[src/ipv4cp_pkg.sv]
`timescale 1ns / 1ps
// ----------------------------------------------------------------------------
// ipv4cp_pkg
// Token types and character constants shared by the IPv4 CIDR text parser.
// ----------------------------------------------------------------------------
package ipv4cp_pkg;

	typedef enum logic [1:0] {
		TK_DIGIT = 2'd0,
		TK_DOT   = 2'd1,
		TK_SLASH = 2'd2,
		TK_OTHER = 2'd3
	} tok_kind_t;

	typedef struct packed {
		tok_kind_t  kind;
		logic [3:0] digit;
		logic       last;
	} token_t;

	localparam logic [7:0] CHAR_ZERO  = 8'h30;
	localparam logic [7:0] CHAR_NINE  = 8'h39;
	localparam logic [7:0] CHAR_DOT   = 8'h2E;
	localparam logic [7:0] CHAR_SLASH = 8'h2F;

	localparam logic [8:0] OCTET_MAX  = 9'd255;
	localparam logic [8:0] OCTET_SAT  = 9'd256;
	localparam logic [5:0] PREFIX_MAX = 6'd32;
	localparam logic [5:0] PREFIX_SAT = 6'd33;

	localparam logic [2:0] FIELD_LAST_OCTET = 3'd3;
	localparam logic [2:0] FIELD_PREFIX     = 3'd4;

	localparam logic [31:0] MASK_ALL = 32'hFFFF_FFFF;

endpackage

[src/ipv4_cidr_text_parser_core.sv]
`timescale 1ns / 1ps
// ----------------------------------------------------------------------------
// ipv4_cidr_text_parser_core
// Parses dotted-quad IPv4 text with an optional /prefix, one byte a word.
//
//   channel | handshake            | payload
//   --------+----------------------+-----------------------------------------
//   in      | in_valid / in_stall  | text_byte, end_of_text
//   out     | out_valid / out_stall| accepted, network_address, net_mask,
//           |                      | prefix_length
//
// One input word per cycle sustained while in_stall is low; each string's
// result passes the classify register, the queue and the result register.
// Reset clears the token queue and the parser state; no result is pending
// after reset. A stalled output holds the result; words ahead of the next
// final word drain; then QUEUE_DEPTH + 1 words wait before in_stall rises.
// ----------------------------------------------------------------------------
module ipv4_cidr_text_parser_core #(
	parameter int unsigned QUEUE_DEPTH = 4
) (
	input  logic        clk,
	input  logic        arst_n,
	input  logic [7:0]  text_byte,
	input  logic        end_of_text,
	input  logic        in_valid,
	output logic        in_stall,
	output logic        accepted,
	output logic [31:0] network_address,
	output logic [31:0] net_mask,
	output logic [5:0]  prefix_length,
	output logic        out_valid,
	input  logic        out_stall
);

	logic               push_ready;
	logic               tok_valid_s1;
	ipv4cp_pkg::token_t tok_s1;
	logic               q_valid;
	ipv4cp_pkg::token_t q_tok;
	logic               q_pop;

	ipv4cp_front u_front (
		.clk          (clk),
		.arst_n       (arst_n),
		.text_byte    (text_byte),
		.end_of_text  (end_of_text),
		.in_valid     (in_valid),
		.in_stall     (in_stall),
		.push_ready   (push_ready),
		.tok_valid_s1 (tok_valid_s1),
		.tok_s1       (tok_s1)
	);

	ipv4cp_fifo #(
		.DEPTH (QUEUE_DEPTH)
	) u_fifo (
		.clk        (clk),
		.arst_n     (arst_n),
		.push       (tok_valid_s1),
		.push_tok   (tok_s1),
		.push_ready (push_ready),
		.pop        (q_pop),
		.pop_valid  (q_valid),
		.pop_tok    (q_tok)
	);

	ipv4cp_back u_back (
		.clk             (clk),
		.arst_n          (arst_n),
		.tok_valid       (q_valid),
		.tok             (q_tok),
		.pop             (q_pop),
		.out_valid       (out_valid),
		.out_stall       (out_stall),
		.accepted        (accepted),
		.network_address (network_address),
		.net_mask        (net_mask),
		.prefix_length   (prefix_length)
	);

endmodule

[src/ipv4cp_front.sv]
`timescale 1ns / 1ps
// ----------------------------------------------------------------------------
// ipv4cp_front
// Accepts text words and registers them as classified tokens.
// ----------------------------------------------------------------------------
module ipv4cp_front (
	input  logic                clk,
	input  logic                arst_n,
	input  logic [7:0]          text_byte,
	input  logic                end_of_text,
	input  logic                in_valid,
	output logic                in_stall,
	input  logic                push_ready,
	output logic                tok_valid_s1,
	output ipv4cp_pkg::token_t  tok_s1
);

	logic               accept;
	ipv4cp_pkg::token_t tok_d;

	assign in_stall = tok_valid_s1 && !push_ready;
	assign accept   = in_valid && !in_stall;

	always_comb begin
		tok_d.last  = end_of_text;
		tok_d.digit = 4'(text_byte - ipv4cp_pkg::CHAR_ZERO);
		if (text_byte inside {[ipv4cp_pkg::CHAR_ZERO:ipv4cp_pkg::CHAR_NINE]}) begin
			tok_d.kind = ipv4cp_pkg::TK_DIGIT;
		end else if (text_byte == ipv4cp_pkg::CHAR_DOT) begin
			tok_d.kind = ipv4cp_pkg::TK_DOT;
		end else if (text_byte == ipv4cp_pkg::CHAR_SLASH) begin
			tok_d.kind = ipv4cp_pkg::TK_SLASH;
		end else begin
			tok_d.kind = ipv4cp_pkg::TK_OTHER;
		end
	end

	always_ff @(posedge clk or negedge arst_n) begin
		if (!arst_n) begin
			tok_valid_s1 <= 1'b0;
		end else if (accept) begin
			tok_valid_s1 <= 1'b1;
		end else if (push_ready) begin
			tok_valid_s1 <= 1'b0;
		end
	end

	always_ff @(posedge clk) begin
		if (accept) begin
			tok_s1 <= tok_d;
		end
	end

endmodule

[src/ipv4cp_fifo.sv]
`timescale 1ns / 1ps
// ----------------------------------------------------------------------------
// ipv4cp_fifo
// Short token queue between the front and the back.
// ----------------------------------------------------------------------------
module ipv4cp_fifo #(
	parameter int unsigned DEPTH = 4
) (
	input  logic               clk,
	input  logic               arst_n,
	input  logic               push,
	input  ipv4cp_pkg::token_t push_tok,
	output logic               push_ready,
	input  logic               pop,
	output logic               pop_valid,
	output ipv4cp_pkg::token_t pop_tok
);

	localparam int unsigned AW = (DEPTH > 1) ? $clog2(DEPTH) : 1;
	localparam int unsigned CW = $clog2(DEPTH + 1);
	localparam logic [AW-1:0] LAST_IDX = AW'(DEPTH - 1);
	localparam logic [CW-1:0] FULL_CNT = CW'(DEPTH);

	ipv4cp_pkg::token_t mem_q [DEPTH];
	logic [AW-1:0]      wr_ptr_q;
	logic [AW-1:0]      rd_ptr_q;
	logic [CW-1:0]      count_q;
	logic               do_push;
	logic               do_pop;

	assign push_ready = (count_q != FULL_CNT);
	assign pop_valid  = (count_q != '0);
	assign pop_tok    = mem_q[rd_ptr_q];
	assign do_push    = push && push_ready;
	assign do_pop     = pop && pop_valid;

	always_ff @(posedge clk or negedge arst_n) begin
		if (!arst_n) begin
			wr_ptr_q <= '0;
			rd_ptr_q <= '0;
			count_q  <= '0;
		end else begin
			if (do_push) begin
				wr_ptr_q <= (wr_ptr_q == LAST_IDX) ? '0 : wr_ptr_q + 1'b1;
			end
			if (do_pop) begin
				rd_ptr_q <= (rd_ptr_q == LAST_IDX) ? '0 : rd_ptr_q + 1'b1;
			end
			if (do_push && !do_pop) begin
				count_q <= count_q + 1'b1;
			end else if (do_pop && !do_push) begin
				count_q <= count_q - 1'b1;
			end
		end
	end

	always_ff @(posedge clk) begin
		if (do_push) begin
			mem_q[wr_ptr_q] <= push_tok;
		end
	end

endmodule

[src/ipv4cp_back.sv]
`timescale 1ns / 1ps
// ----------------------------------------------------------------------------
// ipv4cp_back
// Runs the address/prefix accumulators and registers one result per string.
// ----------------------------------------------------------------------------
module ipv4cp_back (
	input  logic               clk,
	input  logic               arst_n,
	input  logic               tok_valid,
	input  ipv4cp_pkg::token_t tok,
	output logic               pop,
	output logic               out_valid,
	input  logic               out_stall,
	output logic               accepted,
	output logic [31:0]        network_address,
	output logic [31:0]        net_mask,
	output logic [5:0]         prefix_length
);

	logic [2:0]  field_q;
	logic [8:0]  octet_q;
	logic [31:0] addr_q;
	logic [5:0]  prefix_q;
	logic        reject_q;

	logic [2:0]  field_d;
	logic [8:0]  octet_d;
	logic [31:0] addr_d;
	logic [5:0]  prefix_d;
	logic        reject_d;
	logic [11:0] oct_acc;
	logic [8:0]  pre_acc;

	logic        fin_rej;
	logic [31:0] fin_addr;
	logic [5:0]  fin_prefix;
	logic [31:0] fin_mask;

	assign pop = tok_valid && (!tok.last || !out_valid || !out_stall);

	always_comb begin
		field_d  = field_q;
		octet_d  = octet_q;
		addr_d   = addr_q;
		prefix_d = prefix_q;
		reject_d = reject_q;
		oct_acc  = ({3'b0, octet_q} << 3) + ({3'b0, octet_q} << 1) + {8'b0, tok.digit};
		pre_acc  = ({3'b0, prefix_q} << 3) + ({3'b0, prefix_q} << 1) + {5'b0, tok.digit};
		if (!reject_q) begin
			case (tok.kind)
				ipv4cp_pkg::TK_DIGIT: begin
					if (field_q < ipv4cp_pkg::FIELD_PREFIX) begin
						octet_d = (oct_acc > {3'b0, ipv4cp_pkg::OCTET_SAT}) ?
							ipv4cp_pkg::OCTET_SAT : oct_acc[8:0];
					end else begin
						prefix_d = (pre_acc > {3'b0, ipv4cp_pkg::PREFIX_SAT}) ?
							ipv4cp_pkg::PREFIX_SAT : pre_acc[5:0];
					end
				end
				ipv4cp_pkg::TK_DOT: begin
					if (field_q < ipv4cp_pkg::FIELD_LAST_OCTET) begin
						if (octet_q > ipv4cp_pkg::OCTET_MAX) begin
							reject_d = 1'b1;
						end
						addr_d  = {addr_q[23:0], octet_q[7:0]};
						octet_d = '0;
						field_d = field_q + 3'd1;
					end else begin
						reject_d = 1'b1;
					end
				end
				ipv4cp_pkg::TK_SLASH: begin
					if (field_q == ipv4cp_pkg::FIELD_LAST_OCTET) begin
						if (octet_q > ipv4cp_pkg::OCTET_MAX) begin
							reject_d = 1'b1;
						end
						addr_d  = {addr_q[23:0], octet_q[7:0]};
						octet_d = '0;
						field_d = ipv4cp_pkg::FIELD_PREFIX;
					end else begin
						reject_d = 1'b1;
					end
				end
				default: begin
					reject_d = 1'b1;
				end
			endcase
		end
	end

	always_comb begin
		fin_rej    = reject_d;
		fin_addr   = addr_d;
		fin_prefix = ipv4cp_pkg::PREFIX_MAX;
		if (!reject_d) begin
			if (field_d == ipv4cp_pkg::FIELD_LAST_OCTET) begin
				if (octet_d > ipv4cp_pkg::OCTET_MAX) begin
					fin_rej = 1'b1;
				end
				fin_addr = {addr_d[23:0], octet_d[7:0]};
			end else if (field_d == ipv4cp_pkg::FIELD_PREFIX) begin
				if (prefix_d > ipv4cp_pkg::PREFIX_MAX) begin
					fin_rej = 1'b1;
				end else begin
					fin_prefix = prefix_d;
				end
			end else begin
				fin_rej = 1'b1;
			end
		end
		if (fin_prefix == '0) begin
			fin_mask = '0;
		end else begin
			fin_mask = ipv4cp_pkg::MASK_ALL << (ipv4cp_pkg::PREFIX_MAX - fin_prefix);
		end
	end

	always_ff @(posedge clk or negedge arst_n) begin
		if (!arst_n) begin
			field_q   <= '0;
			octet_q   <= '0;
			addr_q    <= '0;
			prefix_q  <= '0;
			reject_q  <= 1'b0;
			out_valid <= 1'b0;
		end else begin
			if (pop) begin
				if (tok.last) begin
					field_q  <= '0;
					octet_q  <= '0;
					addr_q   <= '0;
					prefix_q <= '0;
					reject_q <= 1'b0;
				end else begin
					field_q  <= field_d;
					octet_q  <= octet_d;
					addr_q   <= addr_d;
					prefix_q <= prefix_d;
					reject_q <= reject_d;
				end
			end
			if (pop && tok.last) begin
				out_valid <= 1'b1;
			end else if (!out_stall) begin
				out_valid <= 1'b0;
			end
		end
	end

	always_ff @(posedge clk) begin
		if (pop && tok.last) begin
			accepted        <= !fin_rej;
			network_address <= fin_rej ? '0 : (fin_addr & fin_mask);
			net_mask        <= fin_rej ? '0 : fin_mask;
			prefix_length   <= fin_rej ? '0 : fin_prefix;
		end
	end

endmodule
[config.mk]
export PLATFORM = sky130hd
export DESIGN_NAME = ipv4_cidr_text_parser_core
export DESIGN_NICKNAME = d
export VERILOG_FILES = /design/src/ipv4cp_pkg.sv /design/src/ipv4_cidr_text_parser_core.sv /design/src/ipv4cp_front.sv /design/src/ipv4cp_fifo.sv /design/src/ipv4cp_back.sv
export SDC_FILE = /design/constraint.sdc
export NUM_CORES = 1
export LEC_CHECK = 0
export BUFFER_PORTS_ARGS = -buffer_cell sky130_fd_sc_hd__buf_4
export CAP_MARGIN = 30
export CORE_MARGIN = 2
export CORE_UTILIZATION = 50
export CTS_CLUSTER_SIZE = 25
export DETAILED_ROUTE_END_ITERATION = 12
export MAX_ROUTING_LAYER = met4
export PLACE_DENSITY = 0.69
export SYNTH_ARGS = -nofsm -noshare
export SYNTH_HDL_FRONTEND = slang
export SYNTH_SLANG_ARGS = --single-unit
[constraint.sdc]
create_clock -name clk -period 8.2 [get_ports clk]
set_clock_uncertainty 0.2 [all_clocks]
set_input_delay 0.41 -clock clk [delete_from_list [all_inputs] [get_ports clk]]
set_output_delay 0.41 -clock clk [all_outputs]
set_load 0.05 [all_outputs]
==> flow_metrics.py <==
metrics = {
    "power_and_ir_drop": {
        "p_leak_nw": 4.10,
        "pwr-share-clk": 0.202,
        "internal_power_w": 0.00209,
        "power_frac_seq": 0.346,
        "powerDensity_nw_per_um2": 387,
        "total_power_w": 0.00390,
        "comb_power_share": 0.452,
        "ir_worst_vdd_v": 0.000258,
        "p_sw_frac": 0.464,
        "p_sw_w": 0.00181,
    },
    "logic_synthesis": {
        "synthesis.nets": 769,
        "yosysUniqueCellTypes": 67,
        "syn-cell-area_um2": 8510,
        "synth_top_area_cell": "edfxtp_1",
        "yosys_warnings": 0,
        "async_reset_ff_frac": 0.361,
        "ys_seq_area_frac": 0.550,
        "synth_edf_count": 106,
        "synth-seq-cells": 166,
        "synthFlopType": "edfxtp_1",
        "synth_top_area_share": 0.374,
        "synth.avg_cell_area_um2": 12.1,
        "synth_cells": 706,
        "synth.area.top_cells": "edfxtp_1, dfrtp_1, ha_1",
    },
    "cts": {
        "h-tree-depth": 4,
        "clock_path_buffers": 2,
        "clock_sinks": 166,
        "path_clk_slew_ps": 70,
        "root_buffer": "clkbuf_16",
        "clock_insertion_delay_worst_skew_ps": 440,
        "numCtsBuffers": 17,
        "cts-resized-gates": 0,
        "cts_tree": "built",
        "cts_setup_buffers": 0,
    },
    "routing": {
        "vias": 6437,
        "ant_nets": 0,
        "detail_route.vias_per_cell": 6.28,
        "drt-total-wl_um": 20900,
        "wire_per_inst_um": 20.4,
        "firstDrtPassIters": 7,
        "drc": 0,
        "initialDrtViolationCount": 986,
    },
    "grt": {
        "grt_pass1_vias": 6105,
        "gr-total-overflow": 0,
        "grt_max_degree": 61,
        "grt_pass1_wl_um": 32800,
        "antenna_found_initial": 0,
        "grtUsageTotal": 0.243,
    },
    "die": {
        "die_h_um": 134,
        "row_count": 47,
        "coreArea_um2": 16600,
        "die_area_um2": 18100,
        "num_io_pins": 86,
        "die_w_um": 134,
        "start_util": 0.513,
    },
    "final_layout": {
        "final_cell_mix": "edfxtp_1, buf_4, dfrtp_1, nor2_1, ha_1",
        "n_fill_cell": 1319,
        "final_common_cell": "edfxtp_1",
        "insertedDiodeCount": 0,
        "drive_gt1_frac": 0.201,
        "nNetsFinal": 855,
        "syn2layout_area_growth_pct": 18.3,
    },
    "placement": {
        "place_ws_ps": 1650,
        "dpl.hpwl_um": 14900,
        "portBuffers": 85,
        "gp_congestion": 0.887,
    },
    "sta": {
        "setup-violations-final": 0,
        "fin_tns_setup_ps": 0,
        "rsz0062_at_grt": "false",
        "finalHoldViolations": 0,
        "worst_pin_slew_ps": 970,
        "slew_violations": 0,
        "max_slew_margin": 0.352,
        "worst_slack_ps": 1510,
        "max_freq_mhz": 149,
        "layout_min_cycle_time_ps": 6690,
        "whs_ps": 46.4,
        "fin_crit_sh": 0.816,
    },
    "setup_path": {
        "critPathArrivalTime_ps": 6640,
        "crit_path_max_fanout": 12,
        "critPathBufInv": 2,
        "cp-end-kind": "flip-flop",
        "worstSetupPathType": "reg -> reg",
        "cp.required_ps": 8150,
        "startpoint_type": "flip-flop",
        "cpMaxStageDelayCell": "dfrtp_1",
        "rrSetupSlack_ps": 1510,
        "worst_path_largest_cell_delay_ps": 660,
        "path_cells": "mux4_2 -> fa_1 -> inv_1 -> fa_1 -> nand2b_1 -> a21o_1 -> a211oi_4 -> nor4b_4 -> a21oi_1 -> nand2b_1 -> a21oi_1 -> inv_1 -> ha_1 -> nor2_1 -> o21ai_1 -> a211oi_1 -> a211oi_2 -> nor2_1 -> a2111oi_0",
        "critPathTopFamily": "compound AO/OA/AOI/OAI gates",
    },
    "worst_hold_path": {
        "hp-class": "in -> reg",
    },
    "status": {
        "outcome": "finished clean",
    },
    "run": {
        "cap_violations": 0,
    },
}
power by group through the flow:
stage | logic (W) | registers (W) | clock network, W
detailed placement | 0.00176 | 0.00137 | 0
CTS | 0.00177 | 0.00135 | 0.000790
global route | 0.00187 | 0.00138 | 0.000818
global placement | 0.00172 | 0.00136 | 0
finish | 0.00176 | 0.00135 | 0.000787
floorplan | 0.000603 | 0.00199 | 0
through the flow:
stage | instance area, um^2 | util | instances
after floorplan | 8510 | - | 706
after global placement | 9330 | 0.562 | 982
after detailed placement | 9370 | 0.565 | 984
after CTS | 10000 | 0.605 | 1024
after global routing | 10100 | 0.607 | 1025
final | 10100 | 0.607 | 1025
cells in the mapped netlist (all sizes together), types with 10 or more instances:
cell type and count:
a211oi 17, a21oi 37, a222oi 24, a22o 41
and2 10, clkbuf 28, dfrtp 60, edfxtp 106
ha 45, inv 32, nand2 36, nor2 54
nor3 32, o21ai 32
state kept, by name, indices dropped and copies added (netlist names):
name and flops:
u_back.prefix_length 6, u_back.net_mask 32, u_fifo.wr_ptr_q 2, u_front.tok_s1 7
u_back.out_valid 1, u_front.tok_valid_s1 1, u_fifo.mem_q 28, u_back.network_address 32
u_back.field_q 3, u_back.prefix_q 6, u_back.addr_q 32, u_fifo.rd_ptr_q 2
u_back.octet_q 9, u_back.reject_q 1, u_back.accepted 1, u_fifo.count_q 3
layer usage:
| metal | GRT usage | share of wire |
|---|---|---|
| met5 | - | 0 |
| met1 | 0.330 | 0.43 |
| met4 | 0.0778 | 0.022 |
| met2 | 0.370 | 0.47 |
| met3 | 0.0526 | 0.081 |
area by class of cell:
class                   instances  area (um^2)  share of cell area
clock buffers                  17          425              0.0423
clock inverters                15          165              0.0164
inverters                      33          124              0.0123
multi-input cells             473         3570               0.354
flip-flops and latches        166         4680               0.465
well taps                     220          275              0.0273
repair buffers                101          826              0.0820
worst reg2reg max path: stages (launching register included):
cell and delay (ps):
dfrtp_1 660, mux4_2 640, fa_1 540, inv_1 70
fa_1 460, nand2b_1 220, a21o_1 210, a211oi_4 380
nor4b_4 360, a21oi_1 180, nand2b_1 320, a21oi_1 230
inv_1 100, ha_1 290, nor2_1 150, o21ai_1 100
a211oi_1 320, a211oi_2 120, nor2_1 650, a2111oi_0 220
cell families (layout without fill, tap and decap cells):
family,count (synthesis),in the layout,synth area share
DFF,166,166,0.550
muxes,8,8,0.0198
buffers and inverters,67,166,0.0310
xor gates and xnor gates,11,11,0.0113
and+or+nand+nor,195,195,0.121
AOI/OAI and AO/OA,209,209,0.189
adders and majority gates,50,50,0.0779
path summary, 6_finish.rpt:
kind                       cells after the start                                  endpoint                      startpoint
setup / recovery                              19  u_back.network_address[28]$_SDFFCE_PN0P_  u_fifo.rd_ptr_q[0]$_DFFE_PN0P_
hold / removal                                 2           u_front.tok_s1[6]$_SDFFCE_PP0P_                    text_byte[5]
setup reg to reg                              19  u_back.network_address[28]$_SDFFCE_PN0P_  u_fifo.rd_ptr_q[0]$_DFFE_PN0P_
hold reg to reg                                0              u_fifo.mem_q[0][1]$_DFFE_PP_     u_front.tok_s1[1]$_DFFE_PP_
max in group asynchronous                      2            u_back.prefix_q[2]$_DFFE_PN0P_                          arst_n
min in group asynchronous                      2             u_back.addr_q[27]$_DFFE_PN0P_                          arst_n
timing repair:
action / in CTS / in global routing
hold buffers: 8 / 0
endpoints found under the hold margin: 67 / 0
setup endpoints to repair: 0 / 0
No activity file was read; power rests on OpenSTA's default activity.
